[config.mk]
export PLATFORM = sky130hd
export DESIGN_NAME = char_lcd_4bit_interface
export DESIGN_NICKNAME = d
export VERILOG_FILES = /design/src/design/lcd4_pkg.sv /design/src/design/lcd4_ctrl.sv /design/src/design/lcd4_datapath.sv /design/src/design/char_lcd_4bit_interface.sv
export SDC_FILE = /design/constraint.sdc
export NUM_CORES = 1
export LEC_CHECK = 0
export BUFFER_PORTS_ARGS = -buffer_cell sky130_fd_sc_hd__buf_2
export CAP_MARGIN = 0
export CORE_UTILIZATION = 45
export DETAILED_ROUTE_END_ITERATION = 6
export HOLD_SLACK_MARGIN = 0.15
export PLACE_DENSITY = 0.66
export SETUP_SLACK_MARGIN = 0.02
export SLEW_MARGIN = 20
export SYNTH_ARGS = -nofsm -noshare
export SYNTH_HDL_FRONTEND = slang
export SYNTH_HIERARCHICAL = 1
export SYNTH_SLANG_ARGS = --single-unit
[constraint.sdc]
create_clock -name i_clk -period 3.75 [get_ports i_clk]
set_clock_uncertainty 0.2 [all_clocks]
set_input_delay 0.75 -clock i_clk [delete_from_list [all_inputs] [get_ports i_clk]]
set_output_delay 0.75 -clock i_clk [all_outputs]
set_load 0.005 [all_outputs]
[src/design/lcd4_pkg.sv]
// Shared types, codes and constants for the 4-bit character LCD interface.
package lcd4_pkg;

    // Action codes carried by one request
    typedef enum logic [1:0] {
        ACT_INIT   = 2'd0,
        ACT_CMD    = 2'd1,
        ACT_DATA   = 2'd2,
        ACT_CURSOR = 2'd3
    } t_action;

    // Configuration register indexes
    typedef enum logic [1:0] {
        CFG_ENABLE_PULSE   = 2'd0,
        CFG_COMMAND_SETTLE = 2'd1,
        CFG_POWERUP_WAIT   = 2'd2,
        CFG_UNUSED         = 2'd3
    } t_cfg_index;

    localparam logic [3:0] ENABLE_PULSE_RST   = 4'd1;
    localparam logic [3:0] COMMAND_SETTLE_RST = 4'd2;
    localparam logic [7:0] POWERUP_WAIT_RST   = 8'd40;

    // Phase counter: init runs 25 phases, a byte action 4
    localparam int PHASE_W = 5;
    localparam logic [PHASE_W-1:0] INIT_LAST_PHASE = 5'd24;
    localparam logic [PHASE_W-1:0] BYTE_LAST_PHASE = 5'd3;

    // Controller to datapath
    typedef struct packed {
        logic               capture;  // latch the incoming request
        logic               load;     // load the output register with a phase
        logic [PHASE_W-1:0] phase;    // phase index within the action
        logic               last;     // final phase of the action
    } t_ctl_cmd;

    // Datapath to controller
    typedef struct packed {
        logic [PHASE_W-1:0] last_idx; // index of the final phase of the held action
    } t_dp_status;

endpackage

[src/design/lcd4_ctrl.sv]
// Controller state machine: request handshake, phase sequencing, output valid.
module lcd4_ctrl
    import lcd4_pkg::*;
(
    input  logic       i_clk,
    input  logic       i_rst_n,
    input  logic       i_valid,
    output logic       o_ready,
    output logic       o_valid,
    input  logic       i_ready,
    input  t_dp_status i_status,
    output t_ctl_cmd   o_cmd
);

    typedef enum logic [1:0] {
        S_IDLE = 2'b01,
        S_RUN  = 2'b10
    } t_state;

    t_state             r_state, n_state;
    logic [PHASE_W-1:0] r_phase, n_phase;
    logic               r_out_valid, n_out_valid;
    logic               capture, advance, at_last;

    assign capture = (r_state == S_IDLE) && i_valid;
    assign advance = (r_state == S_RUN) && (!r_out_valid || i_ready);
    assign at_last = (r_phase == i_status.last_idx);

    always_comb begin
        n_state     = r_state;
        n_phase     = r_phase;
        n_out_valid = r_out_valid;
        if (r_out_valid && i_ready) begin
            n_out_valid = 1'b0;
        end
        case (r_state)
            S_IDLE: begin
                if (capture) begin
                    n_state = S_RUN;
                    n_phase = '0;
                end
            end
            S_RUN: begin
                if (advance) begin
                    n_out_valid = 1'b1;
                    if (at_last) begin
                        n_state = S_IDLE;
                        n_phase = '0;
                    end else begin
                        n_phase = r_phase + 1'b1;
                    end
                end
            end
            default: begin
                n_state = S_IDLE;
                n_phase = '0;
            end
        endcase
    end

    always_ff @(posedge i_clk) begin
        if (!i_rst_n) begin
            r_state     <= S_IDLE;
            r_phase     <= '0;
            r_out_valid <= 1'b0;
        end else begin
            r_state     <= n_state;
            r_phase     <= n_phase;
            r_out_valid <= n_out_valid;
        end
    end

    assign o_ready       = (r_state == S_IDLE);
    assign o_valid       = r_out_valid;
    assign o_cmd.capture = capture;
    assign o_cmd.load    = advance;
    assign o_cmd.phase   = r_phase;
    assign o_cmd.last    = at_last;

    // Counter rests at zero between actions
    a_idle_phase_zero: assert property (@(posedge i_clk) disable iff (!i_rst_n)
        (r_state == S_IDLE) |-> (r_phase == '0))
        else $error("phase counter not cleared while idle");

    // Counter never runs past the longest action
    a_phase_bound: assert property (@(posedge i_clk) disable iff (!i_rst_n)
        (r_phase <= INIT_LAST_PHASE))
        else $error("phase counter out of range");

    // A captured request always starts a run
    a_capture_runs: assert property (@(posedge i_clk) disable iff (!i_rst_n)
        capture |=> (r_state == S_RUN) && (r_phase == '0))
        else $error("capture did not start a run");

    // The final phase returns the controller to idle
    a_last_idle: assert property (@(posedge i_clk) disable iff (!i_rst_n)
        (advance && at_last) |=> (r_state == S_IDLE) && r_out_valid)
        else $error("final phase did not end the run");

endmodule

[src/design/lcd4_datapath.sv]
// Datapath: configuration registers, request latch, phase decode, pin history, output register.
module lcd4_datapath
    import lcd4_pkg::*;
(
    input  logic       i_clk,
    input  logic       i_rst_n,
    input  t_ctl_cmd   i_cmd,
    output t_dp_status o_status,
    input  logic       i_cfg_valid,
    input  logic [1:0] i_cfg_index,
    input  logic [7:0] i_cfg_data,
    input  logic [1:0] i_action,
    input  logic [7:0] i_byte_value,
    input  logic       i_cursor_row,
    input  logic [5:0] i_cursor_col,
    output logic       o_reg_select,
    output logic       o_enable_pin,
    output logic [3:0] o_bus_nibble,
    output logic [7:0] o_hold_ms,
    output logic       o_last_phase
);

    localparam logic [3:0] NIB_WAKE  = 4'h3;
    localparam logic [3:0] NIB_4BIT  = 4'h2;
    localparam logic [7:0] GAP_LONG  = 8'd5;
    localparam logic [7:0] GAP_SHORT = 8'd1;
    localparam logic [7:0] CURSOR_CMD = 8'h80;
    localparam logic [PHASE_W-1:0] INIT_BYTE_BASE = 5'd9;

    // Init command bytes in order: function set, display on, entry mode, clear
    function automatic logic [7:0] init_byte(input logic [1:0] j);
        case (j)
            2'd0:    init_byte = 8'h28;
            2'd1:    init_byte = 8'h0C;
            2'd2:    init_byte = 8'h06;
            default: init_byte = 8'h01;
        endcase
    endfunction

    logic [3:0] r_enable_pulse, r_command_settle;
    logic [7:0] r_powerup_wait;
    logic       r_is_init, r_rs;
    logic [7:0] r_byte;
    logic       r_last_rs;
    logic [3:0] r_last_nib;

    logic       r_out_rs, r_out_en, r_out_last;
    logic [3:0] r_out_nib;
    logic [7:0] r_out_hold;

    logic       n_rs, n_en;
    logic [3:0] n_nib;
    logic [7:0] n_hold;
    logic [7:0] cursor_addr;

    // Configuration writes, index three dropped
    always_ff @(posedge i_clk) begin
        if (!i_rst_n) begin
            r_enable_pulse   <= ENABLE_PULSE_RST;
            r_command_settle <= COMMAND_SETTLE_RST;
            r_powerup_wait   <= POWERUP_WAIT_RST;
        end else if (i_cfg_valid) begin
            case (t_cfg_index'(i_cfg_index))
                CFG_ENABLE_PULSE:   r_enable_pulse   <= i_cfg_data[3:0];
                CFG_COMMAND_SETTLE: r_command_settle <= i_cfg_data[3:0];
                CFG_POWERUP_WAIT:   r_powerup_wait   <= i_cfg_data;
                default: ;
            endcase
        end
    end

    assign cursor_addr = {1'b0, i_cursor_row, 6'b0} + {2'b0, i_cursor_col};

    // Request latch
    always_ff @(posedge i_clk) begin
        if (!i_rst_n) begin
            r_is_init <= 1'b0;
        end else if (i_cmd.capture) begin
            r_is_init <= (t_action'(i_action) == ACT_INIT);
        end
    end

    always_ff @(posedge i_clk) begin
        if (i_cmd.capture) begin
            r_rs <= (t_action'(i_action) == ACT_DATA);
            case (t_action'(i_action))
                ACT_CURSOR: r_byte <= CURSOR_CMD | cursor_addr;
                default:    r_byte <= i_byte_value;
            endcase
        end
    end

    assign o_status.last_idx = r_is_init ? INIT_LAST_PHASE : BYTE_LAST_PHASE;

    // Phase decode
    always_comb begin
        logic [PHASE_W-1:0] q;
        logic [1:0]         sub;
        logic [7:0]         b;
        logic [7:0]         extra;
        logic [7:0]         pulse;
        q     = '0;
        sub   = i_cmd.phase[1:0];
        b     = r_byte;
        extra = '0;
        pulse = {4'b0, r_enable_pulse};
        n_rs  = r_rs;
        n_en  = 1'b0;
        n_nib = '0;
        n_hold = pulse;
        if (r_is_init && i_cmd.phase == '0) begin
            // power-up wait shows the previous RS and data levels
            n_rs   = r_last_rs;
            n_nib  = r_last_nib;
            n_hold = r_powerup_wait;
        end else if (r_is_init && i_cmd.phase < INIT_BYTE_BASE) begin
            q     = i_cmd.phase - 1'b1;
            n_rs  = 1'b0;
            n_en  = !q[0];
            n_nib = (q[2:1] == 2'd3) ? NIB_4BIT : NIB_WAKE;
            if (q[0]) begin
                case (q[2:1])
                    2'd0, 2'd1: n_hold = pulse + GAP_LONG;
                    2'd2:       n_hold = pulse + GAP_SHORT;
                    default:    n_hold = pulse;
                endcase
            end
        end else begin
            if (r_is_init) begin
                q     = i_cmd.phase - INIT_BYTE_BASE;
                sub   = q[1:0];
                b     = init_byte(q[3:2]);
                n_rs  = 1'b0;
                extra = (q[3:2] == 2'd3) ? GAP_LONG : 8'd0;
            end
            n_en  = !sub[0];
            n_nib = sub[1] ? b[3:0] : b[7:4];
            if (sub == 2'd3) begin
                n_hold = pulse + {4'b0, r_command_settle} + extra;
            end
        end
    end

    // Pin history for the power-up phase
    always_ff @(posedge i_clk) begin
        if (!i_rst_n) begin
            r_last_rs  <= 1'b0;
            r_last_nib <= '0;
        end else if (i_cmd.load) begin
            r_last_rs  <= n_rs;
            r_last_nib <= n_nib;
        end
    end

    // Output register
    always_ff @(posedge i_clk) begin
        if (i_cmd.load) begin
            r_out_rs   <= n_rs;
            r_out_en   <= n_en;
            r_out_nib  <= n_nib;
            r_out_hold <= n_hold;
            r_out_last <= i_cmd.last;
        end
    end

    assign o_reg_select = r_out_rs;
    assign o_enable_pin = r_out_en;
    assign o_bus_nibble = r_out_nib;
    assign o_hold_ms    = r_out_hold;
    assign o_last_phase = r_out_last;

endmodule

[src/design/char_lcd_4bit_interface.sv]
// Top level of the 4-bit character LCD interface: controller plus datapath.
//
//  channel  | handshake                | payload
//  ---------+--------------------------+-----------------------------------------------
//  request  | i_valid / o_ready        | i_action, i_byte_value, i_cursor_row, i_cursor_col
//  phase    | o_valid / i_ready        | o_reg_select, o_enable_pin, o_bus_nibble,
//           |                          | o_hold_ms, o_last_phase
//  config   | i_cfg_valid / o_cfg_ready| i_cfg_index, i_cfg_data
//
// A request is taken while the controller is idle; its phases are then loaded in
// order, each as soon as the output register is empty or being taken: 4 phases
// for a command, data or cursor request, 25 for init. The phase counter in the
// controller sets the number of phases.
// Synchronous active-low reset restores the timing registers to 1, 2 and 40 ms,
// clears the remembered pin levels to all low and drops the phase valid.
// A stalled phase holds in the output register; the next request is taken as
// soon as the final phase has been loaded, even while it still waits.
module char_lcd_4bit_interface
    import lcd4_pkg::*;
(
    input  logic       i_clk,
    input  logic       i_rst_n,
    // request channel
    input  logic       i_valid,
    output logic       o_ready,
    input  logic [1:0] i_action,
    input  logic [7:0] i_byte_value,
    input  logic       i_cursor_row,
    input  logic [5:0] i_cursor_col,
    // phase channel
    output logic       o_valid,
    input  logic       i_ready,
    output logic       o_reg_select,
    output logic       o_enable_pin,
    output logic [3:0] o_bus_nibble,
    output logic [7:0] o_hold_ms,
    output logic       o_last_phase,
    // configuration channel
    input  logic       i_cfg_valid,
    output logic       o_cfg_ready,
    input  logic [1:0] i_cfg_index,
    input  logic [7:0] i_cfg_data
);

    t_ctl_cmd   cmd;
    t_dp_status status;

    // Configuration writes are always accepted
    assign o_cfg_ready = 1'b1;

    // Sequence requests into phases and own the output valid
    lcd4_ctrl u_ctrl (
        .i_clk    (i_clk),
        .i_rst_n  (i_rst_n),
        .i_valid  (i_valid),
        .o_ready  (o_ready),
        .o_valid  (o_valid),
        .i_ready  (i_ready),
        .i_status (status),
        .o_cmd    (cmd)
    );

    // Decode each phase into pin levels and hold time
    lcd4_datapath u_datapath (
        .i_clk        (i_clk),
        .i_rst_n      (i_rst_n),
        .i_cmd        (cmd),
        .o_status     (status),
        .i_cfg_valid  (i_cfg_valid),
        .i_cfg_index  (i_cfg_index),
        .i_cfg_data   (i_cfg_data),
        .i_action     (i_action),
        .i_byte_value (i_byte_value),
        .i_cursor_row (i_cursor_row),
        .i_cursor_col (i_cursor_col),
        .o_reg_select (o_reg_select),
        .o_enable_pin (o_enable_pin),
        .o_bus_nibble (o_bus_nibble),
        .o_hold_ms    (o_hold_ms),
        .o_last_phase (o_last_phase)
    );

endmodule

**Yosys cells after proc, flatten, opt, wreduce, memory -nomap -nowiden**

Cells that the tools add are included.
Widths: inputs -> output; s select.

- Bitwise gates (word level): 0
- Divide/modulo/power cells: 0
- Reduce and logical (&&, ||, !) cells: 20
- Order comparisons: 1
- Eq/ne operators: 17
- Add/subtract/negate cells: 8
- Multiply operators: 0
- Shift operators: 0
- Muxes and demuxes: 35

Operator list:

| kind | count |
|---|---|
| $mux 8 | 8 |
| $mux 5 | 4 |
| $eq 2x2->1 const B | 9 |
| $pmux 6 s3 | 1 |
| $pmux 8 s2 | 1 |
| $mux 2 | 6 |
| $mux 4 | 3 |
| $pmux 5 s2 | 1 |
| $add 8x8->8 | 1 |
| $eq 2x1->1 const B | 4 |
| $logic_not 2->1 | 4 |
| $mux 1 | 8 |
| $reduce_and 2->1 | 4 |
| $add 7x6->7 | 1 |
| $mux 7 | 1 |
| $ne 2x1->1 const B | 3 |
| $add 4x1->5 const B | 1 |
| $add 4x3->5 const B | 1 |
| $add 4x4->5 | 1 |
| $add 5x1->5 const B | 1 |
| $eq 5x5->1 | 1 |
| $logic_and 1x1->1 | 5 |
| $logic_not 5->1 | 1 |
| $lt 5x4->1 const B | 1 |
| 8 further kinds | 10 |

- Logic and storage cells: 98
- Output and inout port bits: 18
- Memories kept: 0
- Register bits: 54
- Bits of input ports: 32
- Bits in read-only memories: 0
- RAM bits: 0
- Bits in latches: 0

**Depth between registers and ports, before layout**

- Depth in word-level cells: 10
- Mapped depth: 14
- Mapped depth without buffers: 13

**By module**

Netlist, hierarchy kept.

By module, submodules not included:

| module | sequential area each (sq um) | cells an instance | instances | area each (sq um) |
|---|---|---|---|---|
| lcd4_datapath | 1161.1 | 231 | 1 | 2539.9 |
| lcd4_ctrl | 160.2 | 51 | 1 | 493.0 |
| char_lcd_4bit_interface | 0.0 | 2 | 1 | 11.3 |

**Worst setup path after synthesis**

Ideal clock, no wire load.

- Path kind: reg-to-reg
- Start point: register u_ctrl.r_phase[0]
- End point: register u_datapath.r_out_hold[4] (netlist: u_datapath/o_hold_ms[4]) (data pin)
- Stages on the path, launching flop included: 15
- Buffers on the path: 1
- Setup slack: 364 ps
- Data required time: 3398 ps
- Arrival: 3034 ps
- Library setup time: 152 ps
- Clock period less this slack: 3386 ps
- Cells stage by stage: dfxtp_1 -> buf_2 -> inv_1 -> ha_1 -> xor2_1 -> ha_1 -> nand2_1 -> fa_1 -> inv_1 -> ha_1 -> a21o_1 -> a21oi_1 -> xnor2_1 -> nand3_1 -> a31oi_1

- Word-level cells in the longest chain between the ends: 10
- Elaborated cells on any way between the ends: 25
- Classes of those cells: 3 x add/sub; 1 x order compare; 4 x eq/ne; 12 x mux; 5 x reduce/logical

RTL lines:

| what | RTL line | RTL |
|---|---|---|
| from (decl) | lcd4_ctrl.sv:21 | `logic [PHASE_W-1:0] r_phase, n_phase;` |
| from (signal assigned) | lcd4_ctrl.sv:68 | `r_phase <= n_phase;` |
| $sub 4x4->4 | lcd4_datapath.sv:130 | `q = i_cmd.phase - INIT_BYTE_BASE;` |
| $eq 2x2->1 | lcd4_datapath.sv:134 | `extra = (q[3:2] == 2'd3) ? GAP_LONG : 8'd0;` |
| $mux 3 | lcd4_datapath.sv:134 |  |
| $mux 8 | lcd4_datapath.sv:129 | `if (r_is_init) begin` |
| $mux 8 | lcd4_datapath.sv:116 | `end else if (r_is_init && i_cmd.phase < INIT_BYTE_BASE) begin` |
| $mux 8 | lcd4_datapath.sv:111 | `if (r_is_init && i_cmd.phase == '0) begin` |
| $add 8x8->8 | lcd4_datapath.sv:139 | `n_hold = pulse + {4'b0, r_command_settle} + extra;` |
| $mux 8 | lcd4_datapath.sv:138 | `if (sub == 2'd3) begin` |
| $mux 8 | lcd4_datapath.sv:116 |  |
| $mux 8 * | lcd4_datapath.sv:111 |  |
| named net u_datapath.n_hold[4] | lcd4_datapath.sv:53 | `logic [7:0] n_hold;` |
| to (signal assigned) | lcd4_datapath.sv:161 | `r_out_hold <= n_hold;` |
| to (decl) | lcd4_datapath.sv:49 | `logic [7:0] r_out_hold;` |

The timed path passes the listed nets; every way through them passes the cells marked *. The select of a mux whose other input is x is not followed.
A chain may end at the register's enable or synchronous reset.

**Final worst setup path**

Ends and elaborated chain as after synthesis.

==> summary.txt <==
Status
  • Status: finished, violations left
  • Failing checks: DRC

Synthesis
  • Compound-cell area share of the yosys netlist: 10.4%
  • Ys async rst share: 0%
  • Synthesis-stage register bit count: 54
  • Mux contribution to synthesized area: 11.1%
  • Ys flop type: dfxtp_1
  • Sequential area share after synthesis: 43.4%
  • Post-synthesis adder-cell area fraction: 7.73%
  • Largest family of logic cells by synthesized area: simple AND/OR/NAND/NOR gates
  • Syn nets: 333
  • Post-Syn Area per Cell: 10.7 um2
  • Post-synth top area share: 23.7%
  • Synth cell types: 58
  • Main area contributors after synthesis: edfxtp_1 (24%), dfxtp_1 (20%), mux2i_1 (8.5%)
  • Warnings, synthesis: 6
  • Area share of and/or/nand/nor cells after synthesis: 16.5%
  • Post-synth EDFFs: 24
  • Syn Inst Count: 284
  • Yosys top cell by area: edfxtp_1
  • Synth Area in XOR/XNOR: 4.89%
  • Mapped cell area: between 3000 and 4000 um2

Finish
  • Design area: between 3000 and 4000 um2
  • Most frequent cells in the layout: buf_2 (48), dfxtp_1 (30), mux2i_1 (26)
  • Fraction of layout cells with a size suffix above 1: 23.5%
  • Commonest non-fill, non-tap cell in the layout: buf_2
  • Final #Nets: 376
  • ANT cells: 0
  • Layout area overhead: 11.6%

GRT
  • Largest net degree at the start of global routing: 26
  • GRT busiest layer: met2
  • First-pass GRT wire length: 9720 um
  • Number of global-route vias before repair: 1994
  • Overflow after GRT: 0
  • Met1 Use GR: between 20 and 25%
  • Met2 GRT Util: 30.0%
  • Initial antenna violation count: 0
  • GRT Overall Usage: 17.7%
  • Met3 GRT Util: under 10%

Detailed routing
  • Vias/cell: 5.32
  • Pre-Repair DR Iteration Count: 7
  • Via count: 2156
  • Initial DRC Count: 82
  • Post-route DRC: 6
  • Routed Wire Length: 5890 um
  • Wire per inst: around 15 um
  • Antenna-violating nets left: 0

Die
  • Die Height: ~84 um
  • Row cnt: 29
  • Initial Util: between 40% and 50%
  • Die X: between 80 and 90 um
  • Core Area: 6420 um2
  • Die area: 7100 um2
  • I/O pin count: 50

Job
  • Max cap viols: 0

STA
  • Normalized max-slew margin: 63.8%
  • Max Fclk: 293 MHz
  • Clock period minus worst slack: between 3 and 4 ns
  • RSZ-0062 raised after global routing: no
  • Worst-margin pin slew: ~0.54 ns
  • Max-slew violation count: 0
  • Setup tns final: 0 ns
  • Final setup viols: 0
  • Final hold vios: 0
  • Fin crit share: 91.0%

Setup path
  • Slowest-stage cell, CP: dfxtp_1
  • Worst Path Required: 3.71 ns
  • Critical path's top delay family: adder cells
  • Worst R2R End: u_datapath/o_hold_ms[4]
  • Max Fanout on Critical Path: 13
  • Buf+Inv Stages, Crit Path: 2
  • Register-to-register setup slack: 0.34 ns
  • RR Startpoint: u_ctrl/r_phase[0]
  • CP Data Arrival Time: approximately 3.4 ns
  • Most used cell, CP: ha_1
  • Worst setup SP type: flip-flop
  • CP peak stage delay: between 0.6 and 0.7 ns
  • Worst-path cell chain: inv_1 > ha_1 > xor2_1 > ha_1 > nand2_1 > fa_1 > inv_1 > ha_1 > a21o_1 > a21oi_1 > xnor2_1 > nand3_1 > a31oi_1
  • CP Class: reg2reg
  • Worst Setup End Kind: flip-flop
  • R2R cell count: 13

CTS
  • Total CTS buffers: 5
  • CTS tree: done
  • Clk pin slew, worst setup/hold paths: about 0.1 ns
  • Cts repair resizes: 0
  • # clock sinks: 54
  • Clock root cell: clkbuf_8
  • Clock H-tree levels: 2
  • Worst-Skew Late Latency: between 0.3 and 0.4 ns
  • Clock Path Buffers: 2
  • Post-CTS setup buffer count: 0
  • Hold buffer count at CTS: 0

Power and ir drop
  • P per Cell Area: roughly 340 nW/um2
  • Leakage: 1.45 nW
  • Peak supply drop: approximately 160 uV

Placed design
  • DP Area: 3310 um2
  • Post-DP HPWL: 4330 um
  • RD Place Congestion: 0.844
  • IO buf count: 48

Worst hold path
  • Min-Delay Path Class: reg2reg
  • Hold path depth: 2
  • Hold Startpoint: u_datapath/r_command_settle[1]
  • Worst Hold Path EP: u_datapath/r_command_settle[1]
==> kinds of logic after synthesis <==
logic type | Yosys count
simple gates | 85
flops | 54
compound gates | 41
buf+inv | 35
mux | 33
fa+ha+maj | 17
xor+xnor | 17
other cells | 2
==> Yosys cell counts, types with 2 or more instances <==
cell type  instances
a211oi_1           2
a21o_1             2
a21oi_1            5
a22o_1             2
a31oi_1            5
and2_1             3
buf_2              5
buf_4              8
clkbuf_1           3
conb_1             2
dfxtp_1           30
edfxtp_1          24
fa_1               3
ha_1              14
inv_1             18
mux2_2             7
mux2i_1           26
nand2_1           16
nand2b_1           4
nand3_1            5
nand3b_1           3
nor2_1            18
nor2b_1           18
nor3_1             3
o211a_1            3
o21ai_0            4
o221ai_1           2
o31a_1             2
or2_2              3
xnor2_1           12
xor2_1             5
==> registers in the layout (all words and copies together), names as in the netlist <==
signal and count:
u_ctrl/r_state 2, u_datapath/o_hold_ms 8, u_datapath/r_enable_pulse 4, u_datapath/r_is_init 1
u_datapath/o_last_phase 1, u_datapath/r_last_rs 1, u_datapath/r_last_nib 4, u_datapath/r_powerup_wait 8
u_datapath/r_command_settle 4, u_datapath/o_bus_nibble 4, u_datapath/o_reg_select 1, u_datapath/r_rs 1
u_datapath/o_enable_pin 1, u_ctrl/r_phase 5, u_ctrl/o_valid 1, u_datapath/r_byte 8
==> power breakdown <==
| group | internal [W] | switching (W) |
|---|---|---|
| Sequential | 0.000639 | 0.0000141 |
| Clock | 0.000132 | 0.000188 |
| Combinational | 0.0000856 | 0.0000958 |
| Total | 0.000857 | 0.000298 |
==> layout make-up <==
type                       count  area, um2
clock buffer                   6       72.6
tap                           77       96.3
clock inverter                 2       13.8
sequential                    54       1320
timing repair buffer          53        278
fill                         595       3030
multi-input combinational    195       1550
inverter                      18       67.6
==> metal layers <==
layer / wire length [um] / part of all wire [%]
met1: 2710 / 46
met2: 2860 / 49
met3: 250 / 4.2
met4: 74 / 1.3
met5: 0 / 0
==> worst max-delay path by stage <==
stage	start	end	slack, ns	depth (start not counted)
finish	u_ctrl/r_phase[0]	u_datapath/o_hold_ms[4]	0.34	13
CTS	u_ctrl/r_phase[0]	u_datapath/o_hold_ms[4]	0.36	13
global route	u_ctrl/r_phase[0]	u_datapath/o_hold_ms[4]	0.10	13
global placement	u_ctrl/r_phase[0]	u_datapath/o_hold_ms[4]	0.47	13
floorplan	u_ctrl/r_phase[0]	u_datapath/o_hold_ms[4]	0.36	14
detailed placement	u_ctrl/r_phase[0]	u_datapath/o_hold_ms[4]	0.38	13
==> through the flow <==
stage / std cells / hold WS (ns) / utilization (%) / setup WS [ns] / power, W
6_report: 405 / 0.299 / 52.9 / 0.338 / 0.00116
5_1_grt: 405 / 0.323 / 52.9 / 0.102 / 0.00121
4_1_cts: 405 / 0.296 / 52.9 / 0.355 / 0.00117
3_5_place_dp: 397 / 0.273 / 51.5 / 0.385 / 0.000848
3_3_place_gp: 397 / 0.276 / 51.5 / 0.468 / 0.000844
2_1_floorplan: 284 / 0.244 / - / 0.364 / 0.000798
==> worst min-delay path: stages (launching register included) <==
cell and delay [ns]:
dfxtp_1 0.35, mux2i_1 0.07, nand2_1 0.06
No activity file was read; power rests on OpenSTA's default activity.
